[src/hw/rtl/csm_pkg.sv]
// ----------------------------------------------------------------------------
// csm_pkg: shared types for the contiguous sublist matcher
// Item kind codes and the load strobes that the core hands to the lane array.
// ----------------------------------------------------------------------------
package csm_pkg;

  // Width of one list element
  localparam int unsigned ValueW = 32;

  // Kind of an incoming element
  typedef enum logic {
    FuncPattern = 1'b0,
    FuncText    = 1'b1
  } func_e;

  // Load strobes from the core control to the lane array
  typedef struct packed {
    logic pat_load;  // shift a new element into the pattern lanes
    logic txt_load;  // shift a new element into the text window
  } lane_ctl_t;

endpackage

[src/hw/rtl/contiguous_sublist_matcher_core.sv]
// ----------------------------------------------------------------------------
// contiguous_sublist_matcher_core: streaming contiguous sublist matcher
// Checks whether a loaded pattern list occurs as a contiguous run in a text
// list that streams in afterwards.
// ----------------------------------------------------------------------------
// Usage:
//   Input channel (in_valid_i/in_ready_o) carries one element per
//   transaction. func_i = pattern or text. A pattern element with first_i
//   set restarts the pattern; elements past PATTERN_MAX are dropped and
//   flagged. Any pattern element discards text progress.
//   Output channel (out_valid_o/out_ready_i) carries one result per text
//   element with last_i set: found_o and pattern_overflow_o.
//   Throughput: one element per cycle unless a result stalls on out_ready_i,
//   set by a combinational compare of all pattern lanes to the shifted window.
//   Path: an element is captured in the input register and processed once the
//   result register is free; its result is then registered onto out_valid_o.
//   Stall: the input register still takes one element while a result waits;
//   after that in_ready_o drops until out_ready_i frees the result register.
//   Reset: clears the pattern length, text progress, flags and both valid
//   bits; pattern and window lanes hold no defined value until loaded.
// ----------------------------------------------------------------------------
module contiguous_sublist_matcher_core #(
  parameter int unsigned PATTERN_MAX = 16
) (
  input  logic                               clk_i,
  input  logic                               rst_ni,
  input  logic                               in_valid_i,
  output logic                               in_ready_o,
  input  logic                               func_i,
  input  logic signed [csm_pkg::ValueW-1:0]  value_i,
  input  logic                               first_i,
  input  logic                               last_i,
  output logic                               out_valid_o,
  input  logic                               out_ready_i,
  output logic                               found_o,
  output logic                               pattern_overflow_o
);

  localparam int unsigned LenW = $clog2(PATTERN_MAX + 1);

  // Input register
  logic                        in_valid_q;
  csm_pkg::func_e              func_q;
  logic [csm_pkg::ValueW-1:0]  value_q;
  logic                        first_q;
  logic                        last_q;

  // Matcher state
  logic [LenW-1:0] pat_len_q, pat_len_d;
  logic [LenW-1:0] seen_q, seen_d;
  logic            match_q, match_d;
  logic            ovf_q, ovf_d;

  // Result register
  logic out_valid_q, out_valid_d;
  logic found_q, found_d;
  logic povf_q, povf_d;

  logic               out_free;
  logic               proc;
  logic               out_load;
  logic [LenW-1:0]    len_base;
  logic               ovf_base;
  logic [LenW-1:0]    seen_next;
  logic               match_next;
  logic               lane_hit;
  csm_pkg::lane_ctl_t lane_ctl;

  // Handshake: process when the result register can take a possible result
  assign out_free   = !out_valid_q || out_ready_i;
  assign proc       = in_valid_q && out_free;
  assign in_ready_o = !in_valid_q || out_free;

  // Input register
  always_ff @(posedge clk_i or negedge rst_ni) begin
    if (!rst_ni) begin
      in_valid_q <= 1'b0;
    end else if (in_ready_o) begin
      in_valid_q <= in_valid_i;
    end
  end

  always_ff @(posedge clk_i) begin
    if (in_ready_o && in_valid_i) begin
      func_q  <= csm_pkg::func_e'(func_i);
      value_q <= value_i;
      first_q <= first_i;
      last_q  <= last_i;
    end
  end

  // Lane array
  csm_lanes #(
    .PatternMax(PATTERN_MAX)
  ) u_lanes (
    .clk_i    (clk_i),
    .ctl_i    (lane_ctl),
    .value_i  (value_q),
    .pat_len_i(pat_len_q),
    .hit_o    (lane_hit)
  );

  // Next state for one processed transaction
  always_comb begin
    len_base    = first_q ? '0 : pat_len_q;
    ovf_base    = first_q ? 1'b0 : ovf_q;
    seen_next   = (seen_q < LenW'(PATTERN_MAX)) ? seen_q + LenW'(1) : seen_q;
    match_next  = match_q || (pat_len_q == '0) ||
                  ((seen_next >= pat_len_q) && lane_hit);

    lane_ctl    = '0;
    pat_len_d   = pat_len_q;
    ovf_d       = ovf_q;
    seen_d      = seen_q;
    match_d     = match_q;
    out_load    = 1'b0;
    found_d     = found_q;
    povf_d      = povf_q;

    if (proc) begin
      case (func_q)
        csm_pkg::FuncPattern: begin
          if (len_base < LenW'(PATTERN_MAX)) begin
            lane_ctl.pat_load = 1'b1;
            pat_len_d         = len_base + LenW'(1);
            ovf_d             = ovf_base;
          end else begin
            pat_len_d = len_base;
            ovf_d     = 1'b1;
          end
          seen_d  = '0;
          match_d = 1'b0;
        end
        csm_pkg::FuncText: begin
          lane_ctl.txt_load = 1'b1;
          if (last_q) begin
            out_load = 1'b1;
            found_d  = match_next;
            povf_d   = ovf_q;
            seen_d   = '0;
            match_d  = 1'b0;
          end else begin
            seen_d  = seen_next;
            match_d = match_next;
          end
        end
        default: begin
          seen_d = seen_q;
        end
      endcase
    end

    out_valid_d = out_load || (out_valid_q && !out_ready_i);
  end

  // State and result valid registers
  always_ff @(posedge clk_i or negedge rst_ni) begin
    if (!rst_ni) begin
      pat_len_q   <= '0;
      seen_q      <= '0;
      match_q     <= 1'b0;
      ovf_q       <= 1'b0;
      out_valid_q <= 1'b0;
    end else begin
      pat_len_q   <= pat_len_d;
      seen_q      <= seen_d;
      match_q     <= match_d;
      ovf_q       <= ovf_d;
      out_valid_q <= out_valid_d;
    end
  end

  // Result payload
  always_ff @(posedge clk_i) begin
    if (out_load) begin
      found_q <= found_d;
      povf_q  <= povf_d;
    end
  end

  assign out_valid_o        = out_valid_q;
  assign found_o            = found_q;
  assign pattern_overflow_o = povf_q;

  // Assertions
  a_len_bound: assert property (@(posedge clk_i) disable iff (!rst_ni)
    (pat_len_q <= LenW'(PATTERN_MAX)) && (seen_q <= LenW'(PATTERN_MAX)))
    else $error("pattern length or text count beyond capacity");

  a_ovf_full: assert property (@(posedge clk_i) disable iff (!rst_ni)
    ovf_q |-> (pat_len_q == LenW'(PATTERN_MAX)))
    else $error("overflow flag set with pattern not full");

  a_result_clears: assert property (@(posedge clk_i) disable iff (!rst_ni)
    out_load |=> ((seen_q == '0) && !match_q && out_valid_o))
    else $error("text progress not cleared after result");

  a_no_overwrite: assert property (@(posedge clk_i) disable iff (!rst_ni)
    (out_valid_q && !out_ready_i) |-> !out_load)
    else $error("result register overwritten while stalled");

endmodule

[src/hw/rtl/csm_lanes.sv]
// ----------------------------------------------------------------------------
// csm_lanes: pattern and text shift lanes with parallel compare
// Pattern lane 0 holds the newest pattern element and window lane 0 the newest
// text element, so lane j of each side lines up for the alignment that ends
// at the incoming text element. Lanes at or beyond the pattern length are
// don't-care in the compare.
// ----------------------------------------------------------------------------
module csm_lanes #(
  parameter int unsigned PatternMax = 16
) (
  input  logic                              clk_i,
  input  csm_pkg::lane_ctl_t                ctl_i,
  input  logic [csm_pkg::ValueW-1:0]        value_i,
  input  logic [$clog2(PatternMax+1)-1:0]   pat_len_i,
  output logic                              hit_o
);

  localparam int unsigned LenW = $clog2(PatternMax + 1);

  logic [csm_pkg::ValueW-1:0] pat_q   [PatternMax];
  logic [csm_pkg::ValueW-1:0] pat_d   [PatternMax];
  logic [csm_pkg::ValueW-1:0] win_q   [PatternMax];
  logic [csm_pkg::ValueW-1:0] win_d   [PatternMax];
  logic [PatternMax-1:0]      lane_eq;

  // Shifted lane contents, newest element enters at lane 0
  always_comb begin
    pat_d[0] = value_i;
    win_d[0] = value_i;
    for (int j = 1; j < PatternMax; j++) begin
      pat_d[j] = pat_q[j-1];
      win_d[j] = win_q[j-1];
    end
  end

  // Lane registers: payload only, no reset
  always_ff @(posedge clk_i) begin
    if (ctl_i.pat_load) begin
      pat_q <= pat_d;
    end
    if (ctl_i.txt_load) begin
      win_q <= win_d;
    end
  end

  // Per-lane compare against the window including the incoming element
  always_comb begin
    for (int j = 0; j < PatternMax; j++) begin
      lane_eq[j] = (pat_q[j] == win_d[j]) || (LenW'(j) >= pat_len_i);
    end
  end

  assign hit_o = &lane_eq;

endmodule
[config.mk]
export PLATFORM = sky130hd
export DESIGN_NAME = contiguous_sublist_matcher_core
export DESIGN_NICKNAME = d
export VERILOG_FILES = /design/src/hw/rtl/csm_pkg.sv /design/src/hw/rtl/contiguous_sublist_matcher_core.sv /design/src/hw/rtl/csm_lanes.sv
export SDC_FILE = /design/constraint.sdc
export NUM_CORES = 1
export LEC_CHECK = 0
export BUFFER_PORTS_ARGS = -buffer_cell sky130_fd_sc_hd__buf_2
export CAP_MARGIN = 10
export CELL_PAD_IN_SITES_DETAIL_PLACEMENT = 1
export CELL_PAD_IN_SITES_GLOBAL_PLACEMENT = 2
export CORE_MARGIN = 3
export CORE_UTILIZATION = 50
export DETAILED_ROUTE_END_ITERATION = 7
export HOLD_SLACK_MARGIN = 0.15
export MAX_ROUTING_LAYER = met4
export PLACE_DENSITY_LB_ADDON = 0.1
export RECOVER_POWER = 50
export SLEW_MARGIN = 10
export SYNTH_ARGS = -nofsm -noshare
export SYNTH_HDL_FRONTEND = slang
export SYNTH_HIERARCHICAL = 1
export SYNTH_SLANG_ARGS = --single-unit
[constraint.sdc]
create_clock -name clk_i -period 8.9 [get_ports clk_i]
set_clock_uncertainty 0.15 [all_clocks]
set_input_delay 1.78 -clock clk_i [delete_from_list [all_inputs] [get_ports clk_i]]
set_output_delay 1.78 -clock clk_i [all_outputs]
set_load 0.01 [all_outputs]
# Yosys cells after proc, flatten, opt, wreduce, memory -nomap -nowiden
# Index checks and enable logic that the tools add are counted.
classes:
  addsub: 2
  order_cmp: 19
  n_eq_ne: 17
  n_mux: 16
  n_bitwise: 1
  n_reduce_logical: 33
op_table:
  columns: ["cell", "n"]
  rows:
  - ["32-bit == test", 16]
  - ["4-bit by 5-bit greater-or-equal comparator with 1-bit output (first input constant)", 8]
  - ["1-bit logical OR", 21]
  - ["3-bit by 5-bit greater-or-equal comparator with 1-bit output (first input constant)", 4]
  - ["5-bit two-way mux", 4]
  - ["16-bit AND reduction", 1]
  - ["5-bit by 1-bit adder with 5-bit output (second input constant)", 2]
  - ["1-bit by 5-bit greater-or-equal comparator with 1-bit output (first input constant)", 2]
  - ["2-bit by 5-bit greater-or-equal comparator with 1-bit output (first input constant)", 2]
  - ["5-bit less-than comparator (second input constant)", 2]
  - ["5-bit case mux with 2 select lines", 1]
  - ["1-bit two-way mux", 9]
  - ["5-bit greater-or-equal comparator", 1]
  - ["5-bit zero test", 1]
  - ["1-bit logical AND", 4]
  - ["4-bit AND reduction", 1]
  - ["1-bit zero test", 3]
  - ["3-bit AND reduction", 1]
  - ["2-bit two-way mux", 1]
  - ["2-bit inequality test (second input constant)", 1]
  - ["1-bit case mux with 2 select lines", 1]
  - ["2-bit AND reduction", 1]
  - ["1-bit inverter", 1]
totals:
  regBits: 1043
  input_bits: 39
  output_inout_bits: 4
  wordCells: 131

# Logic depth before layout (Yosys ltp)
# Gate-level depths: netlist of the first run.
depth:
  word_depth: 7
  depth_mapped: 9
  mapped_depth_nobuf: 9

# Cells and area by module
# Netlist of the first run, hierarchy kept.
by_module_without_submodules:
  columns: ["mod", "instances", "cells_per_inst", "area_each_um2", "seq_area_each_um2"]
  rows:
  - ["csm_lanes", 1, 1709, 35586.6, 29788.6]
  - ["contiguous_sublist_matcher_core", 1, 133, 1995.7, 1461.4]

# Worst setup path before layout of the first run
# Ideal clock, no wire load.
synth_timing:
  path_kind: "in2reg"
  from: "in out_ready_i"
  to: "reg u_lanes.win_q, in the netlist u_lanes/win_d[0], enable pin"
  setup_time_ns: 0.639
  arrival_time_ns: 7.515
  t_required_ns: 8.111
  setup_slack_ns: 0.597
  stages: 2
  path_buffers: 0
  cell_sequence: "nand2b_1 > and3_2"
synth_rtl:
  columns: ["item", "line", "rtl"]
  rows:
  - ["start: declaration", "contiguous_sublist_matcher_core.sv:34", "input logic out_ready_i,"]
  - ["end signal: assignment", "csm_lanes.sv:42", "win_q <= win_d;"]
  - ["end: declaration", "csm_lanes.sv:22", "logic [csm_pkg::ValueW-1:0] win_q [PatternMax];"]

# Final worst setup path of the first run
layout_timing:
  from: "in out_ready_i"
  to: "out in_ready_o"
layout_via:
  elab_chain_cells: 2
layout_rtl:
  columns: ["item", "line", "rtl"]
  rows:
  - ["1-bit logical OR", "contiguous_sublist_matcher_core.sv:70", "assign out_free = !out_valid_q || out_ready_i;"]
  - ["1-bit logical OR", "contiguous_sublist_matcher_core.sv:72", "assign in_ready_o = !in_valid_q || out_free;"]
  - ["end: declaration", "contiguous_sublist_matcher_core.sv:28", "output logic in_ready_o,"]
# Every way passes these cells.

==> results of run 1 <==
[worst min path at each step]
stage          slack (ns)                          from                           end  cells past startpoint
2_1_floorplan        0.28             ovf_q$_DFFE_PN0P_  pattern_overflow_o$_DFFE_PP_                      0
3_3_place_gp         0.31  u_lanes/pat_d[170]$_DFFE_PP_  u_lanes/pat_d[138]$_DFFE_PP_                      0
3_5_place_dp         0.31  u_lanes/win_d[272]$_DFFE_PP_  u_lanes/win_d[240]$_DFFE_PP_                      0
4_1_cts              0.31  u_lanes/pat_d[161]$_DFFE_PP_  u_lanes/pat_d[129]$_DFFE_PP_                      0
5_1_grt              0.32  u_lanes/pat_d[224]$_DFFE_PP_  u_lanes/pat_d[192]$_DFFE_PP_                      0
6_report             0.30  u_lanes/pat_d[161]$_DFFE_PP_  u_lanes/pat_d[129]$_DFFE_PP_                      0
[power by group]
group          internal [W]  leakage, nW  switching, W  total (W)
registers           0.00575         9.83      0.000203    0.00595
logic              0.000192         1.97      0.000356   0.000548
clock network       0.00258         1.64       0.00174    0.00432
total               0.00852         13.4       0.00230     0.0108
[kinds of logic (layout without fill, tap and decap cells)]
kind of cell | count (synthesis) | count (layout) | synth area share
mux | 2 | 2 | 0.0006990
fa+ha+maj | 7 | 7 | 0.002330
simple gates | 227 | 227 | 0.03729
flops | 1043 | 1043 | 0.8315
compound gates | 40 | 40 | 0.007358
buf+inv | 8 | 249 | 0.0007990
xor+xnor | 515 | 515 | 0.1200
[registers in the layout (all words and copies together) (netlist names)]
register	cells
value_q	32
u_lanes/win_d	480
last_q	1
u_lanes/pat_q	32
pat_len_q	5
ovf_q	1
first_q	1
in_valid_q	1
found_o	1
match_q	1
func_q	1
pattern_overflow_o	1
out_valid_o	1
u_lanes/pat_d	480
seen_q	5
[per-layer routing]
| metal | wire length (µm) | global-route usage | vias up |
|---|---|---|---|
| li1 | - | - | 7414 |
| met1 | 24290 | 0.1889 | 7845 |
| met2 | 41540 | 0.3720 | 284 |
| met3 | 2214 | 0.02787 | 174 |
| met4 | 4712 | 0.1170 | 0 |
| met5 | 0 | - | - |
[per-stage QoR]
step / setup WS, ns / cells / cell area, µm² / total power [W]
2_1_floorplan: 0.5967 / 1842 / 37580 / 0.006381
3_3_place_gp: 4.268 / 2851 / 39120 / 0.006583
3_5_place_dp: 4.208 / 2851 / 39120 / 0.006618
4_1_cts: 4.562 / 3042 / 42510 / 0.01095
5_1_grt: 4.464 / 3042 / 42510 / 0.01122
6_report: 4.536 / 3042 / 42510 / 0.01082
[placed cells by master, fill, tap and decap left out, types with 2 or more instances in the layout]
| cell | Yosys | layout |
|---|---|---|
| a31oi_1 | 2 | 2 |
| nand4_1 | 109 | 109 |
| nand2b_1 | 3 | 3 |
| o21ai_0 | 7 | 7 |
| xnor2_1 | 386 | 386 |
| a21oi_1 | 13 | 13 |
| xor2_1 | 129 | 129 |
| or2_2 | 2 | 2 |
| inv_6 | 0 | 4 |
| clkinv_4 | 0 | 2 |
| buf_12 | 0 | 4 |
| nand2_1 | 15 | 15 |
| buf_4 | 0 | 6 |
| clkinvlp_4 | 0 | 6 |
| edfxtp_1 | 1029 | 1029 |
| nor3_1 | 7 | 7 |
| nand4_4 | 2 | 2 |
| clkinv_2 | 0 | 14 |
| nor2_1 | 13 | 13 |
| ha_1 | 7 | 7 |
| or3_1 | 3 | 3 |
| clkbuf_16 | 0 | 105 |
| buf_2 | 0 | 39 |
| a2bb2oi_1 | 2 | 2 |
| dfrtp_1 | 14 | 14 |
| nor4_2 | 2 | 2 |
| nand3_1 | 6 | 6 |
| clkinv_1 | 0 | 21 |
| nor4_1 | 54 | 54 |
| inv_1 | 5 | 5 |
| a22o_1 | 3 | 3 |
| bufinv_16 | 0 | 14 |
| nor2b_1 | 2 | 2 |
| clkbuf_1 | 2 | 27 |
[cell type report]
type / count / share of cell area
Tap cell: 959 / 0.02823
Sequential cell: 1043 / 0.7352
Timing Repair Buffer: 52 / 0.007800
Clock buffer: 130 / 0.06426
Clock inverter: 61 / 0.01569
Multi-Input combinational cell: 791 / 0.1483
Inverter: 6 / 0.0005298
==> parameters.txt, run 1 <==
Parameter                              Value

Die
  Initial core utilization ... 0.5099
  Floorplan die area ... around 78000 µm²
  Rows ... 99
  Chip Height ... 280.2 µm
  Die Wd ... 280.2 µm
  Core area ... 73700 µm²
  Number of primary I/O pins ... 43

Timing
  Total negative setup slack ... 0 ns
  Final clock period utilization by the worst path ... 0.4903
  Worst slew margin ... 0.2767
  Max Slew Vio Count ... 0
  Actual transition at the worst max-transition pin ... about 1.1 ns
  RSZ-0062 raised after global routing ... no
  Worst hold slack ... 0.3016 ns
  Maximum clock frequency ... 229.1 MHz
  Min Clock Period, post-route ... approximately 4.4 ns
  Final Setup Violations ... 0
  Final number of hold-violating endpoints ... 0

Job
  Max cap viols ... 0

Finish
  # fillers ... about 6200
  Number of inserted diodes ... 0
  Layout net count ... 2043
  Share of post-route cells with drive strength above 1 ... 0.1018
  Area of combinational cells with multiple inputs ... 6305 µm²
  Final cell utilization of the core ... 0.5767
  Total area of sequential cells ... 31250 µm²
  Layout overhead on the synthesized area ... 13.10%

Synth
  Number of flops mapped to enable cells by yosys ... 1029
  Total of warnings raised by yosys ... 6
  Net count of the mapped netlist ... 1888
  Sequential area share after synthesis ... 0.8315
  Area share of the largest cell type after synthesis ... 0.8222
  Number of register bits inferred by synthesis ... 1043
  Most numerous cell in the Yosys netlist ... edfxtp_1
  Leading register cell type out of synthesis ... edfxtp_1
  Library cell occupying the most area in the post-synthesis netlist ... edfxtp_1
  Average size of a mapped cell ... 20.40 µm²
  Synth area leaders ... edfxtp_1 (82%), xnor2_1 (9.0%), xor2_1 (3.0%)
  Synth top cells by count ... edfxtp_1 (1029), xnor2_1 (386), xor2_1 (129)
  Share of synthesized registers carrying an async set or reset ... 0.01342
  Cells after Synth ... between 1500 and 2000
  Cell Area, Synth ... 37580 µm²
  Library cells used by synthesis ... 48

GRT
  Number of global-route vias before repair ... 17600
  Grt ovf ... 0
  Global-route wire length before repair ... between 100 and 150 mm
  Largest net degree at the start of global routing ... roughly 180
  Number of antenna violations at the first check in global routing ... 0
  GRT Overall Usage ... 0.1969

Setup path
  Cell class contributing the biggest share of worst-path delay ... simple AND/OR/NAND/NOR gates
  Maximum cell stage delay along the critical path ... 0.28 ns
  Kind of end point of the critical path ... output pin
  Buf+Inv Stages, Crit Path ... 2
  Startpoint class of the critical path ... primary input
  Crit path to ... in_ready_o
  Worst endpoint required time ... around 7 ns
  Ordered list of cells on the worst path ... buf_2 -> and2b_1 -> nand2_1 -> buf_2
  Library cell appearing most often on the critical path ... buf_2
  Kind of critical path ... in -> out
  Data arrival at the endpoint of the critical path ... ~2.4 ns
  Worst reg-to-reg setup slack ... slightly above 5 ns
  Largest driver fanout on the critical path ... 4
  Critical Path Slowest Stage Cell ... and2b_1
  Path length in cells of the critical path ... 4
  Depth of the worst register-to-register path ... 9
  Reg-to-reg startpoint ... u_lanes/win_d[159]$_DFFE_PP_
  Start point of the critical path ... out_ready_i
  Worst R2R End ... match_q$_DFFE_PN0P_

Placed design
  HPWL reported at the end of detailed placement ... 51.23 mm
  PortBufs ... 42
  RD Place Congestion ... roughly 0.9

Clock network
  Total of hold buffers inserted after clock tree synthesis ... 0
  Number of H-tree levels ... 3
  Deepest clock path buffer count ... 3
  Total clock sinks ... between 1000 and 1500
  Clock tree from TritonCTS ... done
  Cts repair resizes ... 0
  Clock slew seen by the registers of the worst setup and hold paths ... 0.07 ns
  Library cell used as clock root buffer ... clkbuf_16
  Post-CTS setup buffer count ... 0
  CTS buffer count ... around 100
  Clock network latency to the later pin of the worst-skew pair ... 0.64 ns

Routing
  Via density ... 5.167
  Overall via count from detail_route ... 15720
  First-pass DRT Iterations ... 4
  Drt first-iter violations ... 913
  Final routed DRC violation total ... 0
  Total detailed-routing wirelength ... between 70 and 80 mm
  Average detailed-routed wire length per instance ... between 20 and 25 µm
  Count of nets left with antenna violations after detail routing ... 0

Power
  Total power density per cell area ... 254.5 nW/µm²
  VDD IR-drop max ... 0.1883 mV
  Leakage component of the power ... 13.44 nW

Min path
  Worst Hold Class ... reg -> reg

Status
  Status ... finished clean
Note: power is estimated with default switching activity, not from simulation.
==> inputs of run 2 (changes only) <==
Clock period 8.9 ns to 4.2 ns, I/O delays scaled along.
==> run 2 against run 1 <==
  * Count of clock-buffer cells in the layout is the same
  * Sequential power grew 110%
  * Via count grew 1.7%
  * Largest cell class unchanged
  * Final cell count grew 0.95%
==> parameters.txt, run 2 (synthesized netlist as in run 1, its figures left out) <==
Parameter                              Value

Clock network
  Clock tree from TritonCTS ... done
  Post-CTS setup buffer count ... 0 (unchanged)
  Total clock sinks ... 1043 (unchanged)
  Clock slew seen by the registers of the worst setup and hold paths ... 0.06 ns (about the same)
  Number of H-tree levels ... 3 (unchanged)
  CTS buffer count ... 106 (+2.9%)
  Library cell used as clock root buffer ... clkbuf_16
  Deepest clock path buffer count ... 3 (unchanged)
  Clock network latency to the later pin of the worst-skew pair ... 0.65 ns (about the same)

Setup path
  Depth of the worst register-to-register path ... 9 (unchanged)
  Worst endpoint required time ... 4.60 ns (-2.37 ns)
  Largest driver fanout on the critical path ... 2 (-2)
  Kind of end point of the critical path ... register
  Startpoint class of the critical path ... register
  Data arrival at the endpoint of the critical path ... 4.21 ns (+1.78 ns)
  Kind of critical path ... reg -> reg

GRT
  Number of global-route vias before repair ... 17520 (-0.44%)
  Global-route wire length before repair ... 111.2 mm (+2.0%)
  Number of antenna violations at the first check in global routing ... 1 (+1)
  Largest net degree at the start of global routing ... 125 (-29%)
  GRT Overall Usage ... 0.2021 (+0.005209)
  Grt ovf ... 0 (unchanged)

Status
  Status ... finished clean

Finish
  Total area of sequential cells ... 31250 µm² (unchanged)
  Commonest non-fill, non-tap cells in the layout ... edfxtp_1 (1029), xnor2_1 (386), xor2_1 (129), nand4_1 (109), clkbuf_16 (107)
  Area of combinational cells with multiple inputs ... 6307 µm² (about the same)
  Layout overhead on the synthesized area ... 13.51%
  Final cell utilization of the core ... 0.5788 (+0.002088)
  Leading cell type in the layout, fill and taps excluded ... edfxtp_1
  Share of post-route cells with drive strength above 1 ... 0.1132 (+0.01139)
  Layout net count ... 2070 (+1.3%)
  Final Non-Filler Cells ... 3071 (+0.95%)
  Number of inserted diodes ... 0 (unchanged)
  # fillers ... 6281 (+1.5%)

Routing
  First-pass DRT Iterations ... 4 (unchanged)
  Average detailed-routed wire length per instance ... 24.47 µm (+2.3%)
  Drt first-iter violations ... 977 (+7.0%)
  Final routed DRC violation total ... 0 (unchanged)
  Total detailed-routing wirelength ... 75.15 mm (+3.3%)
  Via density ... 5.206 (+0.76%)
  Overall via count from detail_route ... 15990 (+1.7%)
  Count of nets left with antenna violations after detail routing ... 0 (unchanged)

Timing
  Worst slew margin ... 0.3625 (+0.08581)
  Actual transition at the worst max-transition pin ... 0.9475 ns (-0.1375 ns)
  Final clock period utilization by the worst path ... 0.9073
  Final Setup Violations ... 0 (unchanged)
  Maximum clock frequency ... ~260 MHz
  Max Slew Vio Count ... 0 (unchanged)
  Final number of hold-violating endpoints ... 0 (unchanged)
  Min Clock Period, post-route ... approximately 3.8 ns
  Total negative setup slack ... 0 ns (unchanged)
  Worst hold slack ... 0.2095 ns (-0.09206 ns)
  RSZ-0062 raised after global routing ... no

Placed design
  PortBufs ... 42 (unchanged)
  Total placed cells including tap cells ... 2874 (+0.81%)
  HPWL reported at the end of detailed placement ... 53.91 mm (+5.2%)
  RD Place Congestion ... 0.9252 (+2.3%)

Die
  Rows ... 99 (unchanged)
  Die Wd ... 280.2 µm (unchanged)
  Chip Height ... 280.2 µm (unchanged)
  Floorplan die area ... 78490 µm² (unchanged)
  Number of primary I/O pins ... 43 (unchanged)
  Core area ... 73700 µm² (unchanged)
  Initial core utilization ... 0.5099 (unchanged)

Job
  Max cap viols ... 0 (unchanged)

Min path
  Cell count of the worst hold path ... 1 (+1)
  Worst Hold Class ... in -> reg

Power
  Total power density per cell area ... 529.0 nW/µm² (+110%)
  Power consumption ... 0.02257 W (+110%)
  VDD IR-drop max ... 0.3845 mV (+100%)
  Leakage component of the power ... 13.57 nW (+0.96%)
==> run 2: final cells by class <==
| type | instances | share of cell area |
|---|---|---|
| sequential | 1043 | 0.7325 |
| clock inverter | 66 | 0.01144 |
| clock buffer | 130 | 0.06479 |
| inverter | 6 | 0.0005279 |
| multi-input combinational | 791 | 0.1478 |
| tap | 959 | 0.02813 |
| timing repair buffer | 76 | 0.01475 |
==> run 2: where the power goes <==
| part | leakage, nW | internal [W] | switching [W] |
|---|---|---|---|
| clock | 1.61 | 0.00503 | 0.00372 |
| combinational | 2.13 | 0.000440 | 0.000769 |
| sequential | 9.83 | 0.0122 | 0.000431 |
==> run 2: repair_timing <==
item                                    CTS  global route
gates resized for setup                   0             0
endpoints found under the setup margin    0             0
hold endpoints to repair                 14             0
hold buffers                              1             0
==> run 2: path summary, 6_finish.rpt <==
| path | from | endpoint | slack (ns) |
|---|---|---|---|
| setup / recovery | u_lanes/win_d[202]$_DFFE_PP_ | match_q$_DFFE_PN0P_ | 0.39 |
| hold / removal | value_i[22] | value_q[22]$_DFFE_PP_ | 0.21 |
| setup reg to reg | u_lanes/win_d[202]$_DFFE_PP_ | match_q$_DFFE_PN0P_ | 0.39 |
| hold reg to reg | u_lanes/win_d[268]$_DFFE_PP_ | u_lanes/win_d[236]$_DFFE_PP_ | 0.31 |
| max in group asynchronous | rst_ni | in_valid_q$_DFFE_PN0N_ | 2.67 |
| min in group asynchronous | rst_ni | seen_q[2]$_DFFE_PN0P_ | 0.68 |
==> run 2: layer usage <==
layer | GRT usage | routed length, µm | up-vias
li1 | - | - | 7482
met1 | 0.1960 | 25230 | 8051
met2 | 0.3916 | 43860 | 294
met3 | 0.02962 | 2158 | 161
met4 | 0.09298 | 3902 | 0
met5 | - | 0 | -
==> run 2: metrics by stage <==
| step | instance area [µm²] | setup slack, ns |
|---|---|---|
| after floorplan | 37590 | -1.588 |
| after global placement | 39410 | 0.4826 |
| after detailed placement | 39410 | 0.3749 |
| after CTS | 42670 | 0.3469 |
| after global routing | 42660 | 0.3834 |
| final | 42660 | 0.3892 |
==> run 2: critical path, stage by stage, from the launching register on <==
cell and delay, ns:
edfxtp_1 0.41, xnor2_1 0.50, nand4_1 0.33, nor4_2 0.47
nand4_1 0.27, or3_1 0.43, a2111o_1 0.44, nor3_2 0.34
nand4_1 0.17, a32oi_1 0.22
